[src/hdl/edfs_pkg.sv]
// Package for the EDF / fixed-priority task scheduler.
// Shared constants, command and status codes, and controller/datapath structs.
`timescale 1ns / 1ps
package edfs_pkg;
  localparam int MaxTasks = 8;
  localparam int SlotW = $clog2(MaxTasks);
  localparam logic [31:0] CeilingReset = 32'd100;
  localparam logic [15:0] PendingMax = 16'hFFFF;

  typedef enum logic [2:0] {
    CMD_CREATE   = 3'd0,
    CMD_DELETE   = 3'd1,
    CMD_TICK     = 3'd2,
    CMD_COMPLETE = 3'd3,
    CMD_SCHEDULE = 3'd4,
    CMD_QUERY    = 3'd5
  } cmd_t;

  typedef enum logic [1:0] {
    ST_OK       = 2'd0,
    ST_FULL     = 2'd1,
    ST_ZERO_DL  = 2'd2,
    ST_NOTFOUND = 2'd3
  } status_t;

  // Controller to datapath
  typedef struct packed {
    logic             load;    // capture input transaction, clear scan state
    logic             scan;    // process slot scan_idx
    logic [SlotW-1:0] scan_idx;
    logic             finish;  // form result register
  } dp_cmd_t;

  // Datapath to controller
  typedef struct packed {
    logic             multi;   // captured command walks slots
  } dp_stat_t;
endpackage

[src/hdl/edf_fixed_priority_task_scheduler.sv]
// Top level of the EDF / fixed-priority task scheduler: ports, ceiling
// register, output register. Depends on edfs_pkg, edfs_ctrl, edfs_dp.
`timescale 1ns / 1ps
// One command is handled at a time. Create, delete, tick and schedule walk the
// task slots 1..7 one per cycle through a single slot-processing datapath: the
// controller steps from load through the slot walk to a done step, where the
// result is formed. Complete, query and unknown commands skip the walk and go
// straight from the load step to the done step.
// The result sits in an output register; the next command is accepted as soon
// as the controller is idle, even while that result waits to be taken, and
// that next command then waits in its last step until the register is free.
// fixed_priority_ceiling resets to 100 and is written by cfg_we.
module edf_fixed_priority_task_scheduler
  import edfs_pkg::*;
(
  input  logic        clk,
  input  logic        rst_n,
  input  logic        cfg_we,
  input  logic [31:0] cfg_wdata,
  input  logic        in_valid,
  output logic        in_ready,
  input  logic [2:0]  in_command,
  input  logic [7:0]  in_task_ref,
  input  logic [31:0] in_period_ticks,
  input  logic [31:0] in_phase_ticks,
  input  logic [31:0] in_prio_or_deadline,
  input  logic        in_is_edf,
  input  logic [31:0] in_current_time,
  output logic        out_valid,
  input  logic        out_ready,
  output logic [1:0]  out_status,
  output logic [2:0]  out_slot_index,
  output logic [7:0]  out_chosen_id,
  output logic        out_context_switch,
  output logic [15:0] out_pending_jobs,
  output logic [31:0] out_deadline_out,
  output logic [31:0] out_period_out,
  output logic [31:0] out_priority_out,
  output logic        out_alive,
  output logic        out_schedule_requested
);
  logic [31:0] ceiling_r;
  logic        out_valid_r;
  logic        idle, in_fire;
  dp_cmd_t     cmd;
  dp_stat_t    stat;

  assign in_ready  = idle;
  assign in_fire   = in_valid && in_ready;
  assign out_valid = out_valid_r;

  // Hold ceiling and output valid
  always_ff @(posedge clk) begin
    if (!rst_n) begin
      ceiling_r   <= CeilingReset;
      out_valid_r <= 1'b0;
    end else begin
      if (cfg_we) ceiling_r <= cfg_wdata;
      if (cmd.finish) out_valid_r <= 1'b1;
      else if (out_ready) out_valid_r <= 1'b0;
    end
  end

  edfs_ctrl u_ctrl (
    .clk, .rst_n, .in_fire,
    .out_busy (out_valid_r && !out_ready),
    .stat, .cmd, .idle
  );

  edfs_dp u_dp (
    .clk, .rst_n, .cmd, .stat,
    .ceiling (ceiling_r),
    .in_command, .in_task_ref, .in_period_ticks, .in_phase_ticks,
    .in_prio_or_deadline, .in_is_edf, .in_current_time,
    .res_status (out_status),
    .res_slot_index (out_slot_index),
    .res_chosen_id (out_chosen_id),
    .res_context_switch (out_context_switch),
    .res_pending_jobs (out_pending_jobs),
    .res_deadline_out (out_deadline_out),
    .res_period_out (out_period_out),
    .res_priority_out (out_priority_out),
    .res_alive (out_alive),
    .res_schedule_requested (out_schedule_requested)
  );

  // Stalled result holds
  a_hold: assert property (@(posedge clk) disable iff (!rst_n)
    out_valid && !out_ready |=> out_valid && $stable(out_status)
    && $stable(out_slot_index)) else $error("result dropped");
  // No new transaction while one is in work
  a_one: assert property (@(posedge clk) disable iff (!rst_n)
    in_fire |=> !in_ready) else $error("overlapping transactions");
  // Each finished result makes the output valid
  a_fin: assert property (@(posedge clk) disable iff (!rst_n)
    cmd.finish |=> out_valid) else $error("result lost");
endmodule

[src/hdl/edfs_ctrl.sv]
// Controller FSM for the EDF scheduler: sequences load, slot walk, result.
// Depends on edfs_pkg.
`timescale 1ns / 1ps
module edfs_ctrl
  import edfs_pkg::*;
(
  input  logic     clk,
  input  logic     rst_n,
  input  logic     in_fire,
  input  logic     out_busy,
  input  dp_stat_t stat,
  output dp_cmd_t  cmd,
  output logic     idle
);
  typedef enum logic [3:0] {
    S_IDLE = 4'b0001,
    S_LOAD = 4'b0010,
    S_SCAN = 4'b0100,
    S_DONE = 4'b1000
  } state_t;

  state_t           state_r, state_nxt;
  logic [SlotW-1:0] idx_r, idx_nxt;

  // Advance through the slots one per cycle
  always_comb begin
    state_nxt = state_r;
    idx_nxt   = idx_r;
    cmd       = '0;
    cmd.scan_idx = idx_r;
    case (state_r)
      S_IDLE: begin
        if (in_fire) begin
          cmd.load  = 1'b1;
          state_nxt = S_LOAD;
        end
      end
      S_LOAD: begin
        idx_nxt   = SlotW'(1);
        state_nxt = stat.multi ? S_SCAN : S_DONE;
      end
      S_SCAN: begin
        cmd.scan = 1'b1;
        if (idx_r == SlotW'(MaxTasks - 1)) state_nxt = S_DONE;
        else idx_nxt = idx_r + SlotW'(1);
      end
      S_DONE: begin
        if (!out_busy) begin
          cmd.finish = 1'b1;
          state_nxt  = S_IDLE;
        end
      end
      default: state_nxt = S_IDLE;
    endcase
  end

  always_ff @(posedge clk) begin
    if (!rst_n) begin
      state_r <= S_IDLE;
      idx_r   <= '0;
    end else begin
      state_r <= state_nxt;
      idx_r   <= idx_nxt;
    end
  end

  assign idle = (state_r == S_IDLE);

  // Scan covers only real task slots
  a_scan_idx: assert property (@(posedge clk) disable iff (!rst_n)
    cmd.scan |-> idx_r != '0) else $error("scan of idle slot");
  // A finish only follows a done state with free output
  a_finish: assert property (@(posedge clk) disable iff (!rst_n)
    cmd.finish |-> !out_busy) else $error("finish while output busy");
  // Load only from idle
  a_load: assert property (@(posedge clk) disable iff (!rst_n)
    cmd.load |=> state_r == S_LOAD) else $error("load sequencing");
endmodule

[src/hdl/edfs_dp.sv]
// Datapath for the EDF scheduler: task table, per-slot walk, result forming.
// Depends on edfs_pkg.
`timescale 1ns / 1ps
module edfs_dp
  import edfs_pkg::*;
(
  input  logic        clk,
  input  logic        rst_n,
  input  dp_cmd_t     cmd,
  output dp_stat_t    stat,
  input  logic [31:0] ceiling,
  input  logic [2:0]  in_command,
  input  logic [7:0]  in_task_ref,
  input  logic [31:0] in_period_ticks,
  input  logic [31:0] in_phase_ticks,
  input  logic [31:0] in_prio_or_deadline,
  input  logic        in_is_edf,
  input  logic [31:0] in_current_time,
  output logic [1:0]  res_status,
  output logic [2:0]  res_slot_index,
  output logic [7:0]  res_chosen_id,
  output logic        res_context_switch,
  output logic [15:0] res_pending_jobs,
  output logic [31:0] res_deadline_out,
  output logic [31:0] res_period_out,
  output logic [31:0] res_priority_out,
  output logic        res_alive,
  output logic        res_schedule_requested
);
  // Slot table
  logic [MaxTasks-1:0] valid_r, active_r;
  logic [7:0]          id_r   [MaxTasks];
  logic [31:0]         per_r  [MaxTasks];
  logic [31:0]         rel_r  [MaxTasks];
  logic [31:0]         pri_r  [MaxTasks];
  logic [31:0]         dl_r   [MaxTasks];
  logic [15:0]         pend_r [MaxTasks];
  logic [SlotW-1:0]    cur_r;
  logic                resched_r;

  // Captured transaction
  cmd_t        c_r;
  logic [7:0]  ref_r;
  logic [31:0] per_in_r, rel_in_r, pd_r, now_r;
  logic        edf_in_r;

  // Walk accumulators
  logic [SlotW-1:0] free_r, best_r;
  logic             free_ok_r, found_r, best_edf_r;
  logic [31:0]      best_pri_r;

  assign stat.multi = (c_r == CMD_CREATE) || (c_r == CMD_DELETE) ||
                      (c_r == CMD_TICK) || (c_r == CMD_SCHEDULE);

  logic [SlotW-1:0] i;
  assign i = cmd.scan_idx;

  // Complete and query target
  logic             ref_ok;
  logic [SlotW-1:0] rs;
  assign rs = ref_r[SlotW-1:0];
  assign ref_ok = (ref_r < 8'(MaxTasks)) && (rs != '0) && valid_r[rs] && active_r[rs];

  logic [31:0] rel_sum;
  assign rel_sum = now_r + rel_in_r;

  always_ff @(posedge clk) begin
    if (!rst_n) begin
      valid_r   <= '0;
      active_r  <= '0;
      cur_r     <= '0;
      resched_r <= 1'b0;
      for (int k = 0; k < MaxTasks; k++) id_r[k] <= '0;
    end else begin
      // Capture and reset walk state
      if (cmd.load) begin
        c_r        <= cmd_t'(in_command);
        ref_r      <= in_task_ref;
        per_in_r   <= in_period_ticks;
        rel_in_r   <= in_phase_ticks;
        pd_r       <= in_prio_or_deadline;
        edf_in_r   <= in_is_edf;
        now_r      <= in_current_time;
        free_ok_r  <= 1'b0;
        free_r     <= '0;
        found_r    <= 1'b0;
        best_r     <= '0;
        best_edf_r <= 1'b0;
        best_pri_r <= ceiling;
      end
      // Process one slot
      if (cmd.scan) begin
        case (c_r)
          CMD_CREATE: begin
            if (!valid_r[i] && !free_ok_r) begin
              free_ok_r <= 1'b1;
              free_r    <= i;
            end
          end
          CMD_DELETE: begin
            if (valid_r[i] && id_r[i] == ref_r) begin
              active_r[i] <= 1'b0;
              found_r     <= 1'b1;
            end
          end
          CMD_TICK: begin
            if (valid_r[i] && active_r[i] && now_r >= rel_r[i]) begin
              rel_r[i] <= rel_r[i] + per_r[i];
              if (pend_r[i] != PendingMax) pend_r[i] <= pend_r[i] + 16'd1;
              resched_r <= 1'b1;
            end
          end
          CMD_SCHEDULE: begin
            if (valid_r[i] && pend_r[i] != '0) begin
              if (best_edf_r) begin
                if (dl_r[i] != '0 && pri_r[i] <= best_pri_r) begin
                  best_pri_r <= pri_r[i];
                  best_r     <= i;
                end
              end else if (dl_r[i] != '0) begin
                best_edf_r <= 1'b1;
                best_pri_r <= pri_r[i];
                best_r     <= i;
              end else if (pri_r[i] < best_pri_r) begin
                best_pri_r <= pri_r[i];
                best_r     <= i;
              end
            end
          end
          default: ;
        endcase
      end
      // Commit and form the result
      if (cmd.finish) begin
        res_status         <= ST_OK;
        res_slot_index     <= '0;
        res_chosen_id      <= '0;
        res_context_switch <= 1'b0;
        res_pending_jobs   <= '0;
        res_deadline_out   <= '0;
        res_period_out     <= '0;
        res_priority_out   <= '0;
        res_alive          <= 1'b0;
        res_schedule_requested <= resched_r;
        case (c_r)
          CMD_CREATE: begin
            if (!free_ok_r) res_status <= ST_FULL;
            else if (edf_in_r && pd_r == '0) res_status <= ST_ZERO_DL;
            else begin
              id_r[free_r]     <= ref_r;
              per_r[free_r]    <= per_in_r;
              active_r[free_r] <= 1'b1;
              valid_r[free_r]  <= 1'b1;
              rel_r[free_r]    <= rel_sum;
              pri_r[free_r]    <= edf_in_r ? pd_r + rel_sum : pd_r;
              dl_r[free_r]     <= edf_in_r ? pd_r : '0;
              pend_r[free_r]   <= '0;
              res_slot_index   <= 3'(free_r);
            end
          end
          CMD_DELETE: res_status <= found_r ? ST_OK : ST_NOTFOUND;
          CMD_COMPLETE: begin
            if (!ref_ok) res_status <= ST_NOTFOUND;
            else begin
              if (pend_r[rs] != '0) begin
                pend_r[rs]       <= pend_r[rs] - 16'd1;
                res_pending_jobs <= pend_r[rs] - 16'd1;
              end
              resched_r              <= 1'b1;
              res_schedule_requested <= 1'b1;
              res_slot_index         <= 3'(rs);
            end
          end
          CMD_SCHEDULE: begin
            resched_r              <= 1'b0;
            res_schedule_requested <= 1'b0;
            res_slot_index         <= 3'(best_r);
            res_chosen_id          <= id_r[best_r];
            res_pending_jobs       <= (best_r != '0) ? pend_r[best_r] : '0;
            if (best_r != cur_r) begin
              res_context_switch <= 1'b1;
              cur_r              <= best_r;
            end
          end
          CMD_QUERY: begin
            if (!ref_ok) res_status <= ST_NOTFOUND;
            else begin
              res_slot_index   <= 3'(rs);
              res_chosen_id    <= id_r[rs];
              res_pending_jobs <= pend_r[rs];
              res_deadline_out <= dl_r[rs];
              res_period_out   <= per_r[rs];
              res_priority_out <= pri_r[rs];
              res_alive        <= 1'b1;
            end
          end
          default: ;
        endcase
      end
    end
  end

  // Idle slot never becomes valid
  a_slot0: assert property (@(posedge clk) disable iff (!rst_n)
    !valid_r[0]) else $error("idle slot became valid");
  // Active implies valid
  a_act: assert property (@(posedge clk) disable iff (!rst_n)
    (active_r & ~valid_r) == '0) else $error("active slot not valid");
  // Schedule clears the request
  a_sched: assert property (@(posedge clk) disable iff (!rst_n)
    cmd.finish && c_r == CMD_SCHEDULE |=> !resched_r) else $error("resched kept");
endmodule
[config.mk]
export PLATFORM = sky130hd
export DESIGN_NAME = edf_fixed_priority_task_scheduler
export DESIGN_NICKNAME = d
export VERILOG_FILES = /design/src/hdl/edfs_pkg.sv /design/src/hdl/edf_fixed_priority_task_scheduler.sv /design/src/hdl/edfs_ctrl.sv /design/src/hdl/edfs_dp.sv
export SDC_FILE = /design/constraint.sdc
export NUM_CORES = 2
export LEC_CHECK = 0
export ABC_AREA = 0
export ABC_CLOCK_PERIOD_IN_PS = 9960
export BUFFER_PORTS_ARGS = -buffer_cell sky130_fd_sc_hd__clkbuf_2
export CAP_MARGIN = 20
export CORE_MARGIN = 5
export CORE_UTILIZATION = 45
export CTS_CLUSTER_DIAMETER = 30
export DETAILED_ROUTE_END_ITERATION = 12
export PLACE_DENSITY = 0.61
export SYNTH_ARGS = -nofsm -noshare
export SYNTH_HDL_FRONTEND = slang
export SYNTH_SLANG_ARGS = --single-unit
[constraint.sdc]
create_clock -name clk -period 9.96 [get_ports clk]
set_input_delay 0.498 -clock clk [delete_from_list [all_inputs] [get_ports clk]]
set_output_delay 0.498 -clock clk [all_outputs]
set_load 0.02 [all_outputs]
==> impl_metrics.csv <==
group,metric,value,unit
outcome,outcome,"finished clean",
placed_design,post_dp_cell_area,0.0791,sq mm
power_and_ir_drop,ir_drop,188,uV
layout,nNetsFinal,5524,
placed_design,dp_hpwl,134000,um
layout,final_cells,7641,
power_and_ir_drop,internal_power,15.9,mW
die,die_h,418,um
placed_design,dp.cells,6833,
detailed_routing,viasPerCell,5.89,
critical_path,start_kind,"flop",
sta,max_slew_margin,22.1,%
clock_tree,cts_buffers,352,
layout,nFillCells,12643,
clock_tree,clock_latency,0.91,ns
logic_synthesis,syn_area,0.0750,sq mm
logic_synthesis,synth_edf_count,1525,
critical_path,ff2ff_path_depth,15,
logic_synthesis,synthArstFlopShare,0,%
sta,hold_viol,0,
critical_path,cp_slowest_stage_delay,0.84,ns
logic_synthesis,syn_inst,4496,
grt,groute.usage.overall,23.8,%
clock_tree,cts.sinks,1594,
die,die_area,0.175,sq mm
placed_design,gp_congestion,0.898,
power_and_ir_drop,powerDensity,220,mW/mm^2
die,initial_core_util,45.4,%
die,rows,149,
critical_path,slowest_stage,"dfxtp_4",
grt,grt_util_met3,4.13,%
detailed_routing,ant_nets,0,
detailed_routing,drt-total-wl,211000,um
detailed_routing,drt_iter0_markers,3763,
layout,area_delta_synth_final,23.6,%
grt,grt_use_met2,39.9,%
grt,grtUsageMet1,30.8,%
logic_synthesis,yosysWarningCount,0,
sta,slew_violations,0,
power_and_ir_drop,pwr-share-clk,56.0,%
grt,grt_busiest_layer,"met2",
critical_path,required,10.50,ns
clock_tree,cts_setup_buffers,0,
logic_synthesis,synth_nets,4840,
flow_run,cap_viol_max_count,0,
critical_path,worst-path-buf-inv,2,
detailed_routing,dr.pass1.iters,6,
logic_synthesis,synth_flop_cell,"edfxtp_1",
layout,fin_area,0.0927,sq mm
die,die_x,418,um
grt,antenna_found_initial,4,
critical_path,worstPathCellList,"buf_4, mux4_2, mux2_2, ha_1, nand2b_1, a21o_1, a21oi_1, o21ai_0, o211ai_1, o211ai_1, a21oi_1, nor3_1, a31oi_1, nor2_4, buf_4",
clock_tree,tritoncts,"yes",
grt,grt_pass1_wl,307000,um
critical_path,cp_max_fo,54,
logic_synthesis,seq_area_frac_synth,62.9,%
hold_path,worstHoldPathType,"in -> reg",
critical_path,path_class,"reg -> reg",
clock_tree,cts-root-buf,"clkbuf_16",
grt,overflow,0,
sta,fmax,0.154,GHz
critical_path,cp.arrival,7.02,ns
detailed_routing,wl_per_cell,27.6,um
sta,fin_setup_tns,0,ns
detailed_routing,route.detailed.drc,0,
layout,drive_above_1_share,30.2,%
power_and_ir_drop,pwr-share-comb,6.7,%
power_and_ir_drop,p_seq_share,37.3,%
logic_synthesis,synth_cell_types,91,
sta,fin_crit,6.47,ns
clock_tree,path_clk_slew,0.05,ns
sta,whs,0.118,ns
sta,finClkSkew,0.0643,ns
grt,grt_pass1_vias,46168,
critical_path,end_kind,"flop",
grt,grt_max_degree,141,
power_and_ir_drop,p_sw,4.57,mW
die,ios,307,
logic_synthesis,synth_top_area_share,61.0,%
clock_tree,h-tree-depth,5,
placed_design,port_buffers,306,
power_and_ir_drop,swShare,22.4,%
logic_synthesis,synth.top_cells.by_area,"edfxtp_1 61%, mux4_2 16%, mux2i_1 3.1%",
critical_path,cp_top_family,"compound AO/OA/AOI/OAI gates",
hold_path,min_path_cells,1,
clock_tree,cts_buffer_depth,4,
power_and_ir_drop,leakagePower,32.2,nW
logic_synthesis,yosys_register_bits,1594,
logic_synthesis,syn_area_per_cell,16.7,sq um
sta,rsz0062_at_grt,"no",
detailed_routing,num_vias,45040,
sta,worst_slew_pin_slew,1.14,ns
sta,finalCritPeriodShare,65.0,%
sta,setup_viol,0,
logic_synthesis,yosysTopAreaCell,"edfxtp_1",
critical_path,path_depth,15,
die,core_area,0.165,sq mm
==> state kept, by name, summed over array words and instances (netlist names), 4 cells and up, named ones only <==
name / count
ceiling_r: 32
u_ctrl.state_r: 4
u_dp.active_r: 8
u_dp.best_pri_r: 32
u_dp.dl_r: 256
u_dp.id_r: 64
u_dp.now_r: 32
u_dp.pd_r: 32
u_dp.pend_r: 128
u_dp.per_in_r: 32
u_dp.per_r: 256
u_dp.pri_r: 256
u_dp.ref_r: 8
u_dp.rel_in_r: 32
u_dp.rel_r: 256
u_dp.res_chosen_id: 8
u_dp.res_deadline_out: 32
u_dp.res_pending_jobs: 16
u_dp.res_period_out: 32
u_dp.res_priority_out: 32
u_dp.valid_r: 8
==> power by group through the flow <==
stage / clock network, mW / logic, mW / registers, mW
finish: 11.4 / 1.37 / 7.62
global placement: 0 / 1.29 / 7.75
global route: 12.0 / 1.50 / 7.62
detailed placement: 0 / 1.30 / 7.75
CTS: 11.6 / 1.36 / 7.63
floorplan: 0 / 0.934 / 7.68
==> what timing repair did <==
item	CTS	global route
resized for setup	0	0
hold buffers	178	0
endpoints found under the hold margin	177	0
==> per-layer routing <==
| metal | part of all wire (%) | wire [um] |
|---|---|---|
| met4 | 4.2 | 8930 |
| met5 | 0 | 0 |
| met3 | 6.0 | 12600 |
| met2 | 50 | 105000 |
| met1 | 40 | 84300 |
==> worst register-to-register path, cell delays in order, from the launching register on <==
cell and delay (ns):
dfxtp_4 0.84, buf_4 0.79, mux4_2 0.48, mux2_2 0.30
ha_1 0.27, nand2b_1 0.14, a21o_1 0.17, a21oi_1 0.14
o21ai_0 0.17, o211ai_1 0.36, o211ai_1 0.23, a21oi_1 0.83
nor3_1 0.17, a31oi_1 0.81, nor2_4 0.06, buf_4 0.35
==> cells in the mapped netlist (all sizes together), types with 101 or more instances <==
cell type	instances
nand2	181
nor2	297
edfxtp	1525
mux2i	235
mux4	531
and2	109
mux2	101
clkbuf	130
o21ai	136
buf	108
ha	164
a21oi	149
==> layout make-up <==
class                           instances  area (sq um)  area share, %
Antenna cell                            3          7.51        0.00809
Clock buffer                          400          9180           9.90
Clock inverter                        223          2580           2.78
Inverter                               99           379          0.409
Multi-Input combinational cell       2565         26600           28.7
Sequential cell                      1594         47200           50.9
Tap cell                             2189          2740           2.95
Timing Repair Buffer                  568          4080           4.40
==> placed cells by master (no fill, tap or decap), types with 64 or more instances in the layout <==
cell / n
a21o_1: 85
a21oi_1: 147
and2_1: 108
buf_4: 73
clkbuf_16: 359
clkbuf_2: 305
dlygate4sd3_1: 178
edfxtp_1: 1525
ha_1: 164
inv_1: 95
mux2_2: 101
mux2i_1: 230
mux4_2: 520
nand2_1: 178
nor2_1: 270
nor4_1: 64
o21ai_0: 118
xnor2_1: 78
==> final timing paths <==
kind / from / end / slack, ns
max: flop / u_dp.rel_r[5][14]$_DFFE_PP_ / 3.49
min: rst_n / u_dp.best_pri_r[2]$_DFFE_PP_ / 0.12
max reg2reg: flop / u_dp.rel_r[5][14]$_DFFE_PP_ / 3.49
min reg2reg: u_dp.valid_r[0]$_SDFFE_PN0P_ / u_dp.valid_r[0]$_SDFFE_PN0P_ / 0.47
==> cell families after synthesis <==
group	count (synthesis)	synth area share, %
flops	1594	62.9
simple gates	879	5.78
mux	867	20.7
compound gates	531	4.49
buf+inv	337	1.90
fa+ha+maj	167	2.82
xor+xnor	121	1.41
==> through the flow <==
step           worst slack (ns)  total power [mW]  util, %
2_1_floorplan              1.48              8.62        -
3_3_place_gp               3.82              9.03     47.9
3_5_place_dp               3.71              9.05     47.9
4_1_cts                    3.63              20.6     56.0
5_1_grt                    3.27              21.1     56.1
6_report                   3.49              20.4     56.1
Note: power is estimated with default switching activity, not from simulation.
